<file path="src/sv/esd_pkg.sv">
`timescale 1ns / 1ps
`default_nettype none

package esd_pkg;

  localparam int QDEPTH = 2;
  localparam int QPTR_W = $clog2(QDEPTH);

  localparam logic [1:0] KIND_DATA = 2'd0;
  localparam logic [1:0] KIND_DROP = 2'd1;
  localparam logic [1:0] KIND_END  = 2'd2;

  typedef struct packed {
    logic [7:0] in_byte;
    logic       end_of_text;
  } esd_in_t;

  typedef struct packed {
    logic [7:0] out_byte;
    logic [1:0] kind;
    logic       last_of_item;
  } esd_out_t;

  // decoded request for the back end: value, then literal bytes, then end marker
  typedef struct packed {
    logic            val_vld;
    logic            val_utf;
    logic [31:0]     val_code;
    logic [1:0]      lit_n;
    logic [2:0][7:0] lit;
    logic            marker;
  } esd_act_t;

  function automatic logic [2:0] utf8_len(input logic [31:0] code);
    logic [2:0] len;
    if (code <= 32'h0000_007F) begin
      len = 3'd1;
    end else if (code <= 32'h0000_07FF) begin
      len = 3'd2;
    end else if (code <= 32'h0000_FFFF) begin
      len = 3'd3;
    end else if (code <= 32'h001F_FFFF) begin
      len = 3'd4;
    end else if (code <= 32'h03FF_FFFF) begin
      len = 3'd5;
    end else if (code <= 32'h7FFF_FFFF) begin
      len = 3'd6;
    end else begin
      len = 3'd7;
    end
    return len;
  endfunction

  // pos 0 is the lead byte
  function automatic logic [7:0] utf8_byte(input logic [31:0] code, input logic [2:0] len,
                                           input logic [2:0] pos);
    logic [2:0]  k;
    logic [31:0] sh;
    logic [7:0]  mask;
    logic [7:0]  b;
    k  = len - 3'd1 - pos;
    sh = code >> ({3'd0, k} * 6'd6);
    unique case (len)
      3'd2:    mask = 8'hC0;
      3'd3:    mask = 8'hE0;
      3'd4:    mask = 8'hF0;
      3'd5:    mask = 8'hF8;
      3'd6:    mask = 8'hFC;
      3'd7:    mask = 8'hFE;
      default: mask = 8'h00;
    endcase
    if (pos == 3'd0) begin
      b = mask | sh[7:0];
    end else begin
      b = 8'h80 | {2'b00, sh[5:0]};
    end
    return b;
  endfunction

endpackage

`default_nettype wire

</file>
<file path="src/sv/esd_front.sv">
`timescale 1ns / 1ps
`default_nettype none

module esd_front import esd_pkg::*; (
  input  wire logic     clk,
  input  wire logic     rst_n,
  input  wire logic     in_valid,
  output logic          in_ready,
  input  wire esd_in_t  in_data,
  input  wire logic     q_full,
  output logic          q_push,
  output esd_act_t      q_data
);

  typedef enum logic [8:0] {
    ST_IDLE   = 9'b000000001,
    ST_BSL    = 9'b000000010,
    ST_OCT    = 9'b000000100,
    ST_XSTART = 9'b000001000,
    ST_HEX    = 9'b000010000,
    ST_USTART = 9'b000100000,
    ST_U4     = 9'b001000000,
    ST_U8     = 9'b010000000,
    ST_CTRL   = 9'b100000000
  } esd_state_t;

  localparam logic [7:0] CH_BSL = 8'h5C;

  esd_state_t  st_r, st_nxt;
  logic [3:0]  dc_r, dc_nxt;
  logic [31:0] cv_r, cv_nxt;
  esd_act_t    act;
  logic        acc;

  function automatic esd_act_t add_lit(input esd_act_t a, input logic [7:0] b);
    esd_act_t r;
    r = a;
    r.lit[r.lit_n] = b;
    r.lit_n = r.lit_n + 2'd1;
    return r;
  endfunction

  function automatic esd_act_t add_val(input esd_act_t a, input logic utf,
                                       input logic [31:0] code);
    esd_act_t r;
    r = a;
    r.val_vld  = 1'b1;
    r.val_utf  = utf;
    r.val_code = code;
    return r;
  endfunction

  function automatic logic [4:0] hex_digit(input logic [7:0] c);
    logic [4:0] r;
    if (c >= "0" && c <= "9") begin
      r = {1'b1, c[3:0]};
    end else if ((c >= "a" && c <= "f") || (c >= "A" && c <= "F")) begin
      r = {1'b1, c[3:0] + 4'd9};
    end else begin
      r = 5'd0;
    end
    return r;
  endfunction

  always_comb begin
    logic [7:0]  c;
    logic        dv;
    logic [3:0]  d;
    logic        is_oct;
    logic [10:0] oct_sum;
    logic [3:0]  dc_inc;
    logic [3:0]  limit;
    logic        utf;
    c       = in_data.in_byte;
    {dv, d} = hex_digit(c);
    is_oct  = (c >= "0") && (c <= "7");
    oct_sum = {cv_r[7:0], 3'b000} + {8'd0, c[2:0]};
    dc_inc  = dc_r + 4'd1;
    limit   = (st_r == ST_HEX) ? 4'd2 : (st_r == ST_U4) ? 4'd4 : 4'd8;
    utf     = (st_r == ST_U4) || (st_r == ST_U8);
    act     = '0;
    st_nxt  = st_r;
    dc_nxt  = dc_r;
    cv_nxt  = cv_r;
    unique case (st_r)
      ST_BSL: begin
        st_nxt = ST_IDLE;
        dc_nxt = 4'd0;
        cv_nxt = 32'd0;
        unique case (c)
          "a":           act = add_lit(act, 8'h07);
          "b":           act = add_lit(act, 8'h08);
          "e", "E":      act = add_lit(act, 8'h1B);
          "f":           act = add_lit(act, 8'h0C);
          "n":           act = add_lit(act, 8'h0A);
          "r":           act = add_lit(act, 8'h0D);
          "t":           act = add_lit(act, 8'h09);
          "v":           act = add_lit(act, 8'h0B);
          CH_BSL, "'", "\"", "?": act = add_lit(act, c);
          "x":           st_nxt = ST_XSTART;
          "u":           st_nxt = ST_USTART;
          "U":           st_nxt = ST_U8;
          "c":           st_nxt = ST_CTRL;
          default: begin
            if (is_oct) begin
              st_nxt = ST_OCT;
              cv_nxt = {29'd0, c[2:0]};
              dc_nxt = 4'd1;
            end else begin
              act = add_lit(act, CH_BSL);
              act = add_lit(act, c);
            end
          end
        endcase
      end
      ST_OCT: begin
        if (is_oct && dc_r < 4'd3 && oct_sum <= 11'd255) begin
          cv_nxt = {21'd0, oct_sum};
          dc_nxt = dc_inc;
          if (dc_inc >= 4'd3) begin
            act    = add_val(act, 1'b0, {21'd0, oct_sum});
            st_nxt = ST_IDLE;
            dc_nxt = 4'd0;
            cv_nxt = 32'd0;
          end
        end else begin
          act    = add_val(act, 1'b0, cv_r);
          dc_nxt = 4'd0;
          cv_nxt = 32'd0;
          if (c == CH_BSL) begin
            st_nxt = ST_BSL;
          end else begin
            st_nxt = ST_IDLE;
            act    = add_lit(act, c);
          end
        end
      end
      ST_XSTART, ST_USTART: begin
        if (dv) begin
          st_nxt = (st_r == ST_XSTART) ? ST_HEX : ST_U4;
          cv_nxt = {28'd0, d};
          dc_nxt = 4'd1;
        end else begin
          act = add_lit(act, CH_BSL);
          act = add_lit(act, (st_r == ST_XSTART) ? 8'("x") : 8'("u"));
          if (c == CH_BSL) begin
            st_nxt = ST_BSL;
          end else begin
            st_nxt = ST_IDLE;
            act    = add_lit(act, c);
          end
        end
      end
      ST_HEX, ST_U4, ST_U8: begin
        if (dv && dc_r < limit) begin
          cv_nxt = {cv_r[27:0], d};
          dc_nxt = dc_inc;
          if (dc_inc >= limit) begin
            act    = add_val(act, utf, {cv_r[27:0], d});
            st_nxt = ST_IDLE;
            dc_nxt = 4'd0;
            cv_nxt = 32'd0;
          end
        end else begin
          act    = add_val(act, utf, cv_r);
          dc_nxt = 4'd0;
          cv_nxt = 32'd0;
          if (c == CH_BSL) begin
            st_nxt = ST_BSL;
          end else begin
            st_nxt = ST_IDLE;
            act    = add_lit(act, c);
          end
        end
      end
      ST_CTRL: begin
        st_nxt = ST_IDLE;
        act    = add_val(act, 1'b0, {27'd0, c[4:0]});
      end
      default: begin
        if (c == CH_BSL) begin
          st_nxt = ST_BSL;
        end else begin
          st_nxt = ST_IDLE;
          act    = add_lit(act, c);
        end
      end
    endcase

    if (in_data.end_of_text) begin
      unique case (st_nxt)
        ST_BSL:    act = add_lit(act, CH_BSL);
        ST_XSTART: begin
          act = add_lit(act, CH_BSL);
          act = add_lit(act, 8'("x"));
        end
        ST_USTART: begin
          act = add_lit(act, CH_BSL);
          act = add_lit(act, 8'("u"));
        end
        ST_CTRL: begin
          act = add_lit(act, CH_BSL);
          act = add_lit(act, 8'("c"));
        end
        ST_OCT, ST_HEX: act = add_val(act, 1'b0, cv_nxt);
        ST_U4, ST_U8:   act = add_val(act, 1'b1, cv_nxt);
        default: ;
      endcase
      act.marker = 1'b1;
      st_nxt     = ST_IDLE;
      dc_nxt     = 4'd0;
      cv_nxt     = 32'd0;
    end
  end

  assign in_ready = !q_full;
  assign acc      = in_valid && in_ready;
  assign q_push   = acc && (act.val_vld || (act.lit_n != 2'd0) || act.marker);
  assign q_data   = act;

  always_ff @(posedge clk) begin
    if (!rst_n) begin
      st_r <= ST_IDLE;
      dc_r <= 4'd0;
      cv_r <= 32'd0;
    end else if (acc) begin
      st_r <= st_nxt;
      dc_r <= dc_nxt;
      cv_r <= cv_nxt;
    end
  end

endmodule

`default_nettype wire

</file>
<file path="src/sv/esd_queue.sv">
`timescale 1ns / 1ps
`default_nettype none

module esd_queue import esd_pkg::*; (
  input  wire logic     clk,
  input  wire logic     rst_n,
  input  wire logic     push,
  input  wire esd_act_t push_data,
  output logic          full,
  input  wire logic     pop,
  output esd_act_t      head,
  output logic          head_vld
);

  esd_act_t          mem_r [QDEPTH];
  logic [QPTR_W-1:0] wp_r, rp_r;
  logic [QPTR_W:0]   cnt_r, cnt_nxt;
  logic              do_pop;

  assign full     = (cnt_r == (QPTR_W + 1)'(QDEPTH));
  assign head_vld = (cnt_r != '0);
  assign head     = mem_r[rp_r];
  assign do_pop   = pop && head_vld;

  always_comb begin
    cnt_nxt = cnt_r;
    if (push && !do_pop) begin
      cnt_nxt = cnt_r + (QPTR_W + 1)'(1);
    end else if (do_pop && !push) begin
      cnt_nxt = cnt_r - (QPTR_W + 1)'(1);
    end
  end

  always_ff @(posedge clk) begin
    if (push) begin
      mem_r[wp_r] <= push_data;
    end
  end

  always_ff @(posedge clk) begin
    if (!rst_n) begin
      wp_r  <= '0;
      rp_r  <= '0;
      cnt_r <= '0;
    end else begin
      if (push) begin
        wp_r <= wp_r + QPTR_W'(1);
      end
      if (do_pop) begin
        rp_r <= rp_r + QPTR_W'(1);
      end
      cnt_r <= cnt_nxt;
    end
  end

endmodule

`default_nettype wire

</file>
<file path="src/sv/esd_back.sv">
`timescale 1ns / 1ps
`default_nettype none

module esd_back import esd_pkg::*; (
  input  wire logic     clk,
  input  wire logic     rst_n,
  input  wire esd_act_t q_head,
  input  wire logic     q_vld,
  output logic          q_pop,
  output logic          out_valid,
  input  wire logic     out_ready,
  output esd_out_t      out_data
);

  esd_act_t   cur_r;
  logic       cur_vld_r;
  logic [3:0] idx_r;
  logic [2:0] nv_r;
  logic [3:0] tot_r;
  logic       out_vld_r;
  esd_out_t   out_r;

  logic       emit;
  logic       last;
  logic       load;
  logic [2:0] nv_ld;
  logic [3:0] tot_ld;
  esd_out_t   res;

  assign emit  = cur_vld_r && (!out_vld_r || out_ready);
  assign last  = (idx_r == tot_r - 4'd1);
  assign load  = !cur_vld_r || (emit && last);
  assign q_pop = load;

  assign nv_ld  = q_head.val_vld ? (q_head.val_utf ? utf8_len(q_head.val_code) : 3'd1) : 3'd0;
  assign tot_ld = {1'b0, nv_ld} + {2'b00, q_head.lit_n} + {3'd0, q_head.marker};

  always_comb begin
    logic [3:0] lit_pos;
    lit_pos          = idx_r - {1'b0, nv_r};
    res.last_of_item = last;
    if (idx_r < {1'b0, nv_r}) begin
      if (cur_r.val_code == 32'd0) begin
        res.out_byte = 8'd0;
        res.kind     = KIND_DROP;
      end else if (cur_r.val_utf) begin
        res.out_byte = utf8_byte(cur_r.val_code, nv_r, idx_r[2:0]);
        res.kind     = KIND_DATA;
      end else begin
        res.out_byte = cur_r.val_code[7:0];
        res.kind     = KIND_DATA;
      end
    end else if (idx_r < ({1'b0, nv_r} + {2'b00, cur_r.lit_n})) begin
      res.out_byte = cur_r.lit[lit_pos[1:0]];
      res.kind     = KIND_DATA;
    end else begin
      res.out_byte = 8'd0;
      res.kind     = KIND_END;
    end
  end

  always_ff @(posedge clk) begin
    if (load) begin
      cur_r <= q_head;
      nv_r  <= nv_ld;
      tot_r <= tot_ld;
    end
    if (emit) begin
      out_r <= res;
    end
  end

  always_ff @(posedge clk) begin
    if (!rst_n) begin
      cur_vld_r <= 1'b0;
      idx_r     <= 4'd0;
      out_vld_r <= 1'b0;
    end else begin
      if (load) begin
        cur_vld_r <= q_vld;
        idx_r     <= 4'd0;
      end else if (emit) begin
        idx_r <= idx_r + 4'd1;
      end
      if (emit) begin
        out_vld_r <= 1'b1;
      end else if (out_ready) begin
        out_vld_r <= 1'b0;
      end
    end
  end

  assign out_valid = out_vld_r;
  assign out_data  = out_r;

  a_tot_nonzero: assert property (@(posedge clk) disable iff (!rst_n)
    cur_vld_r |-> (tot_r != 4'd0))
    else $error("request in progress with no results");

  a_idx_restart: assert property (@(posedge clk) disable iff (!rst_n)
    (emit && last) |=> (idx_r == 4'd0))
    else $error("result index did not restart after last result");

  a_idx_hold: assert property (@(posedge clk) disable iff (!rst_n)
    (cur_vld_r && !emit) |=> (cur_vld_r && $stable(idx_r)))
    else $error("request advanced while output stalled");

endmodule

`default_nettype wire

</file>
<file path="src/sv/escape_sequence_decoder_unit.sv">
`timescale 1ns / 1ps
`default_nettype none

// backslash escape decoder for quoted-string bodies, one byte per request in,
// one decoded byte (or drop / end marker) per result out. a request is taken
// in every cycle while the two-entry queue between the classifier and the
// result expander has room; the expander sends one result per cycle while
// out_ready does not stall it, so a request that yields n results (0 to 8,
// up to 7 for a utf-8 code point) holds the expander until all n are sent
// and the sustained rate is set by that expander. the first result passes through
// the queue, the request register and the output register to reach out_valid.

module escape_sequence_decoder_unit import esd_pkg::*; (
  input  wire logic     clk,
  input  wire logic     rst_n,
  input  wire logic     in_valid,
  output logic          in_ready,
  input  wire esd_in_t  in_data,
  output logic          out_valid,
  input  wire logic     out_ready,
  output esd_out_t      out_data
);

  logic     q_full;
  logic     q_push;
  esd_act_t q_wdata;
  logic     q_pop;
  esd_act_t q_head;
  logic     q_vld;

  esd_front u_front (
    .clk      (clk),
    .rst_n    (rst_n),
    .in_valid (in_valid),
    .in_ready (in_ready),
    .in_data  (in_data),
    .q_full   (q_full),
    .q_push   (q_push),
    .q_data   (q_wdata)
  );

  esd_queue u_queue (
    .clk       (clk),
    .rst_n     (rst_n),
    .push      (q_push),
    .push_data (q_wdata),
    .full      (q_full),
    .pop       (q_pop),
    .head      (q_head),
    .head_vld  (q_vld)
  );

  esd_back u_back (
    .clk       (clk),
    .rst_n     (rst_n),
    .q_head    (q_head),
    .q_vld     (q_vld),
    .q_pop     (q_pop),
    .out_valid (out_valid),
    .out_ready (out_ready),
    .out_data  (out_data)
  );

endmodule

`default_nettype wire

</file>
<file path="config.mk">
export PLATFORM = sky130hd
export DESIGN_NAME = escape_sequence_decoder_unit
export DESIGN_NICKNAME = d
export VERILOG_FILES = /design/src/sv/esd_pkg.sv /design/src/sv/esd_front.sv /design/src/sv/esd_queue.sv /design/src/sv/esd_back.sv /design/src/sv/escape_sequence_decoder_unit.sv
export SDC_FILE = /design/constraint.sdc
export NUM_CORES = 1
export LEC_CHECK = 0
export ABC_AREA = 1
export BUFFER_PORTS_ARGS = -buffer_cell sky130_fd_sc_hd__clkbuf_2
export CAP_MARGIN = 20
export CORE_MARGIN = 2
export CORE_UTILIZATION = 25
export DETAILED_ROUTE_END_ITERATION = 10
export GPL_TIMING_DRIVEN = 0
export REMOVE_ABC_BUFFERS = 1
export SLEW_MARGIN = 25
export SYNTH_ARGS = -nofsm -noshare
export SYNTH_HDL_FRONTEND = slang
export SYNTH_HIERARCHICAL = 1
export SYNTH_SLANG_ARGS = --single-unit
</file>
<file path="constraint.sdc">
create_clock -name clk -period 8.9 [get_ports clk]
set_clock_uncertainty 0.05 [all_clocks]
set_input_delay 1.335 -clock clk [delete_from_list [all_inputs] [get_ports clk]]
set_output_delay 1.335 -clock clk [all_outputs]
set_load 0.02 [all_outputs]
</file>
# == Word level (Yosys, flattened, before mapping) ==
# Memories as Yosys holds them, arrays and structs flattened. A register that Yosys moved wholly into a read port is not among the register bits.
# Index checks and enable logic that the tools add are counted.
# totals
inputBits,13
n_memories,1
ramBits,122
regBits,132
out_inout_bits,13
wordCells,245
# memory_table
memory,depth,word_bits,rd,rd_clocked_by_memory_dff,wr,line,text
u_queue.mem_r,2,61,1,1,1,esd_queue.sv:15,esd_act_t mem_r [QDEPTH];
# classes
reduce_logical,45
n_mux,79
bitwise_logic,14
eq_ne,42
multipliers,1
add_sub_neg,17
shift,1
order_cmp,25
# op_table
op,n
$pmux 61 s10,1
$mux 61,6
$pmux 61 s6,1
$pmux 61 s5,1
$mux 32,5
$pmux 32 s4,1
$eq 8x7->1 const B,14
$mux 26,4
$pmux 9 s5,2
$mux 8,7
$mux 9,6
$pmux 8 s6,1
$mux 10,4
$mux 4,10
$and 12x12->12,3
$not 12->12,3
$or 12x12->12,3
$demux 8 s2,2
$le 32x11->1 const B,1
$le 32x16->1 const B,1
$le 32x21->1 const B,1
$le 32x26->1 const B,1
$le 32x31->1 const B,1
$le 32x7->1 const B,1
67 further kinds,144

# == Logic depth before layout (Yosys ltp) ==
# logic_depth
ltp_word,25
ltp_mapped,31
depth_no_buf,30

# == By module ==
# The synthesis kept the hierarchy.
# modules_own_cells
module,cells_each,n_inst,area_each_um2,seq_area_each_um2
esd_front,926,1,5611.6,900.9
esd_queue,226,1,4942.2,3763.6
esd_back,549,1,4823.4,2432.3

# == Worst setup path after synthesis ==
# OpenSTA, ideal clock, no wires.
# synth_timing
path_kind,input -> register
start,input in_data[1] (netlist bit)
end,memory u_queue/mem_r[0][0] (netlist bit) (enable)
path_stages,19
setup_ns,0.482
slack_ns,1.989
required_ns,8.368
path_buffers,0
arrival_time_ns,6.380
cell_sequence,clkinv_1 -> ha_1 -> or2_2 -> nand3_1 -> nand3_1 -> nor2_4 -> and2_1 -> nor2_1 -> nor4_4 -> inv_1 -> ha_1 -> nand2_1 -> nand4_1 -> nand2_1 -> nand3_1 -> nand2_1 -> inv_1 -> inv_1 -> nor2_1
# synth_via
elab_chain_len,18
word_cells_on_any_way,77
cone_classes,add/sub (3); order compare (8); eq/ne (25); mux (23); reduce/logical (18)
# synth_lines
element,line,text
from (decl),escape_sequence_decoder_unit.sv:18,"input wire esd_in_t in_data,"
branches (longest 11 deep; another with $add 11x3->11),-,
$mux 61 (*),esd_front.sv:190,if (in_data.end_of_text) begin
$reduce_bool 2->1,esd_front.sv:218,assign q_push = acc && (act.val_vld || (act.lit_n != 2'd0) || act.marker);
$logic_or 1x1->1,esd_front.sv:218,
$logic_or 1x1->1 (*),esd_front.sv:218,
$logic_and 1x1->1 (*),esd_front.sv:218,
net q_push,escape_sequence_decoder_unit.sv:25,logic q_push;
$mux 1 (*),esd_queue.sv:35,if (push) begin
$mux 1 (implied by the code) (*),esd_queue.sv:36,mem_r[wp_r] <= push_data;
to (decl),esd_queue.sv:15,
# Mark *: on every way through the listed nets, which the timed path passes.

# == Final worst setup path ==
# layout_timing
start,input in_data[2] (netlist bit)
end,memory u_queue/mem_r[0][54] (netlist bit) (enable)
# The elaborated chain is that of the path after synthesis.

==> reports/metrics.cfg <==
[routing]
via_per_inst = 4.78
wl_met3_um = 1790
vias = 12000
routed_wl_um = 40400
wl_met2_um = 18700
wl_per_cell_um = 16.1
ant_nets = 0
drt_pre_antenna_iters = 5
drcViolationCount = 0
dr.first_iter.drc_count = 857
top_layer_used = met4
wl_met1_um = 18800

[final_layout]
regArea_um2 = 7100
drive_gt1_frac = 0.148
multi_input_area_um2 = 7130
n_fill_cell = 6329
area_delta_synth_final_pct = 11.5
diodes = 0
utilization = 0.283
nNetsFinal = 1750
post-route-cell-area_um2 = 17100

[clocking]
cts-htree-levels = 1
cts_root_buffer = clkbuf_16
path_clk_slew_ps = 60
clockBufferDepth = 3
cts_buffers = 29
post_cts_resized = 0
hold_buffers = 0
post_cts_buffers = 0
cts_sinks = 255
cts_tree = done
clkLatencyLatePin_ps = 570

[yosys]
ys_seq_area_frac = 0.462
syn_area_um2 = 15400
ys_warn_count = 6
syn_avg_cell_area_um2 = 9.04
post-synth-top-count-cell = nand2_1
synth_edf_count = 199
synth_commonest_cells = 404 x nand2_1, 199 x edfxtp_1, 159 x inv_1
ys_types = 65
synth_area_leader_cell = edfxtp_1
ys_top_cells_by_area = edfxtp_1 39%, nand2_1 9.9%, dfxtp_1 7.3%
synth_top_area_frac = 0.389
postSynthCellCount = 1701
ys_seq_elements = 255
async_flop_share = 0
synth_ff_type = edfxtp_1

[grt]
first_global_vias = 11600
grt_max_degree = 71
grt_usage = 0.125
grt_overflow = 0
grt_pass1_wl_um = 63900
antenna_found_initial = 0

[timing]
rsz0062_at_grt = false
slew_headroom = 0.340
period_share = 0.654
setup_ws_ps = 3080
drv_slew = 0
tightest_slew_ps = 990
setup_viol = 0
period_minus_slack_ps = 5820
max_freq_mhz = 172
hold_violations = 0

[die]
rows = 90
die_w_um = 252
core_um2 = 60600
start_util = 0.254
die-area_um2 = 63500
io_pins = 26
dieHeight_um = 252

[placed_design]
place_ws_ps = 2520
dpl_cell_area_um2 = 16200
hpwl_um = 29700
port_buffers = 25
routabilityCongestion = 0.926

[critical_path]
criticalPathCategory = in2reg
slowest_delay_ps = 530
r2r_setup_slack_ps = 3220
required_ps = 9100
r2r-start = u_front/st_r[0]$_SDFFE_PN1P_
endpoint_kind = flop
cp_slowest_cell = nor2_4
cpLargestDelayFamily = simple AND/OR/NAND/NOR gates
rr_worst_depth = 26
crit_arrival_ps = 6020
cp_max_fo = 22
path_depth = 25
critPathLaunch = in_data[2]
crit_end = u_queue/mem_r[0][54]$_DFFE_PP_
critPathBufInv = 9
worst_setup_path_start_kind = primary input
r2r-end = u_queue/mem_r[0][54]$_DFFE_PP_

[pwr]
powerDensity_nw_per_um2 = 317
leakage_uw = 0.00673
vdd_drop_max_uv = 229

[run]
maxCapViolCount = 0

[outcome]
status = completed

[worst_hold_path]
hp-class = reg2reg

==> logic make-up (layout without fill, tap and decap cells) <==
logic type / count (synthesis) / in the layout / share of synthesized area
xor gates and xnor gates: 10 / 10 / 0.00570
adders and majority gates: 36 / 36 / 0.0322
and+or+nand+nor: 786 / 786 / 0.246
buffers and inverters: 254 / 277 / 0.0772
DFF: 255 / 255 / 0.462
muxes: 61 / 61 / 0.0593
AOI/OAI and AO/OA: 299 / 299 / 0.118
==> final cells by class <==
class,count,area share
flip-flops and latches,255,0.414
clock inverters,13,0.00795
repair buffers,32,0.0163
clock buffers,41,0.0461
well taps,782,0.0571
multi-input cells,1192,0.416
inverters,191,0.0423
==> where the power goes <==
part / switching [uW] / internal (uW) / leakage (uW)
Clock: 473 / 680 / 0.000452
Sequential: 164 / 1670 / 0.00240
Combinational: 1570 / 879 / 0.00388
Total: 2210 / 3230 / 0.00673
==> state kept, by name, indices dropped and copies added, names as in the netlist, named ones only <==
register and cells:
u_front/st_r 9, u_queue/rp_r 1, u_back/cur_r 59, u_queue/cnt_r 2, u_queue/mem_r 122, u_back/tot_r 4, u_back/out_data 11, u_queue/wp_r 1
u_back/idx_r 4, u_back/out_valid 1, u_back/nv_r 3, u_front/dc_r 4, u_back/cur_vld_r 1, u_front/cv_r 32
==> routing by layer <==
| metal | global-route usage | vias up |
|---|---|---|
| met2 | 0.203 | 324 |
| met4 | 0.0448 | 0 |
| met5 | 0 | - |
| li1 | - | 5885 |
| met3 | 0.0151 | 79 |
| met1 | 0.171 | 5683 |
==> tightest hold or removal path, delay by kind of cell (launching register included) <==
kind | cells | cell delay (ps)
AO/OA/AOI/OAI | 1 | 50
AND/OR/NAND/NOR | 1 | 60
flip-flops | 1 | 310
==> stage by stage <==
step                total power (uW)  hold slack [ps]  TNS, ps  instances
global route                    5880              432        0       2506
global placement                4320              402   -36930       2445
CTS                             5500              415        0       2506
finish                          5440              414        0       2506
detailed placement              4320              405        0       2452
floorplan                       3640              395        0       1638
==> placed cells by master, fill, tap and decap left out, drive strengths merged, types with 3 or more instances in the layout <==
master,netlist,final
o211ai,26,26
or2,10,10
a21oi,92,92
clkinv,4,10
xor2,4,4
o2bb2ai,3,3
a21boi,5,5
nor4,5,5
o21ai,87,87
mux2,61,61
nand3,153,153
edfxtp,199,199
dfxtp,56,56
a211oi,4,4
xnor2,6,6
ha,30,30
fa,6,6
o221ai,23,23
nor2,142,142
clkbuf,26,66
a31oi,9,9
o31ai,10,10
nor3,15,15
o22ai,31,31
nand4,32,32
inv,187,191
buf,37,7
nand2,423,423
==> worst min path at each step <==
stage                                    end                     startpoint  cells past startpoint
2_1_floorplan  u_front/cv_r[11]$_SDFFE_PN0P_  u_front/cv_r[11]$_SDFFE_PN0P_                      2
3_3_place_gp   u_front/cv_r[14]$_SDFFE_PN0P_  u_front/cv_r[14]$_SDFFE_PN0P_                      2
3_5_place_dp   u_front/cv_r[14]$_SDFFE_PN0P_  u_front/cv_r[14]$_SDFFE_PN0P_                      2
4_1_cts        u_front/cv_r[14]$_SDFFE_PN0P_  u_front/cv_r[14]$_SDFFE_PN0P_                      2
5_1_grt        u_front/cv_r[24]$_SDFFE_PN0P_  u_front/cv_r[24]$_SDFFE_PN0P_                      2
6_report       u_front/cv_r[26]$_SDFFE_PN0P_  u_front/cv_r[26]$_SDFFE_PN0P_                      2
No activity file was read; power rests on OpenSTA's default activity.
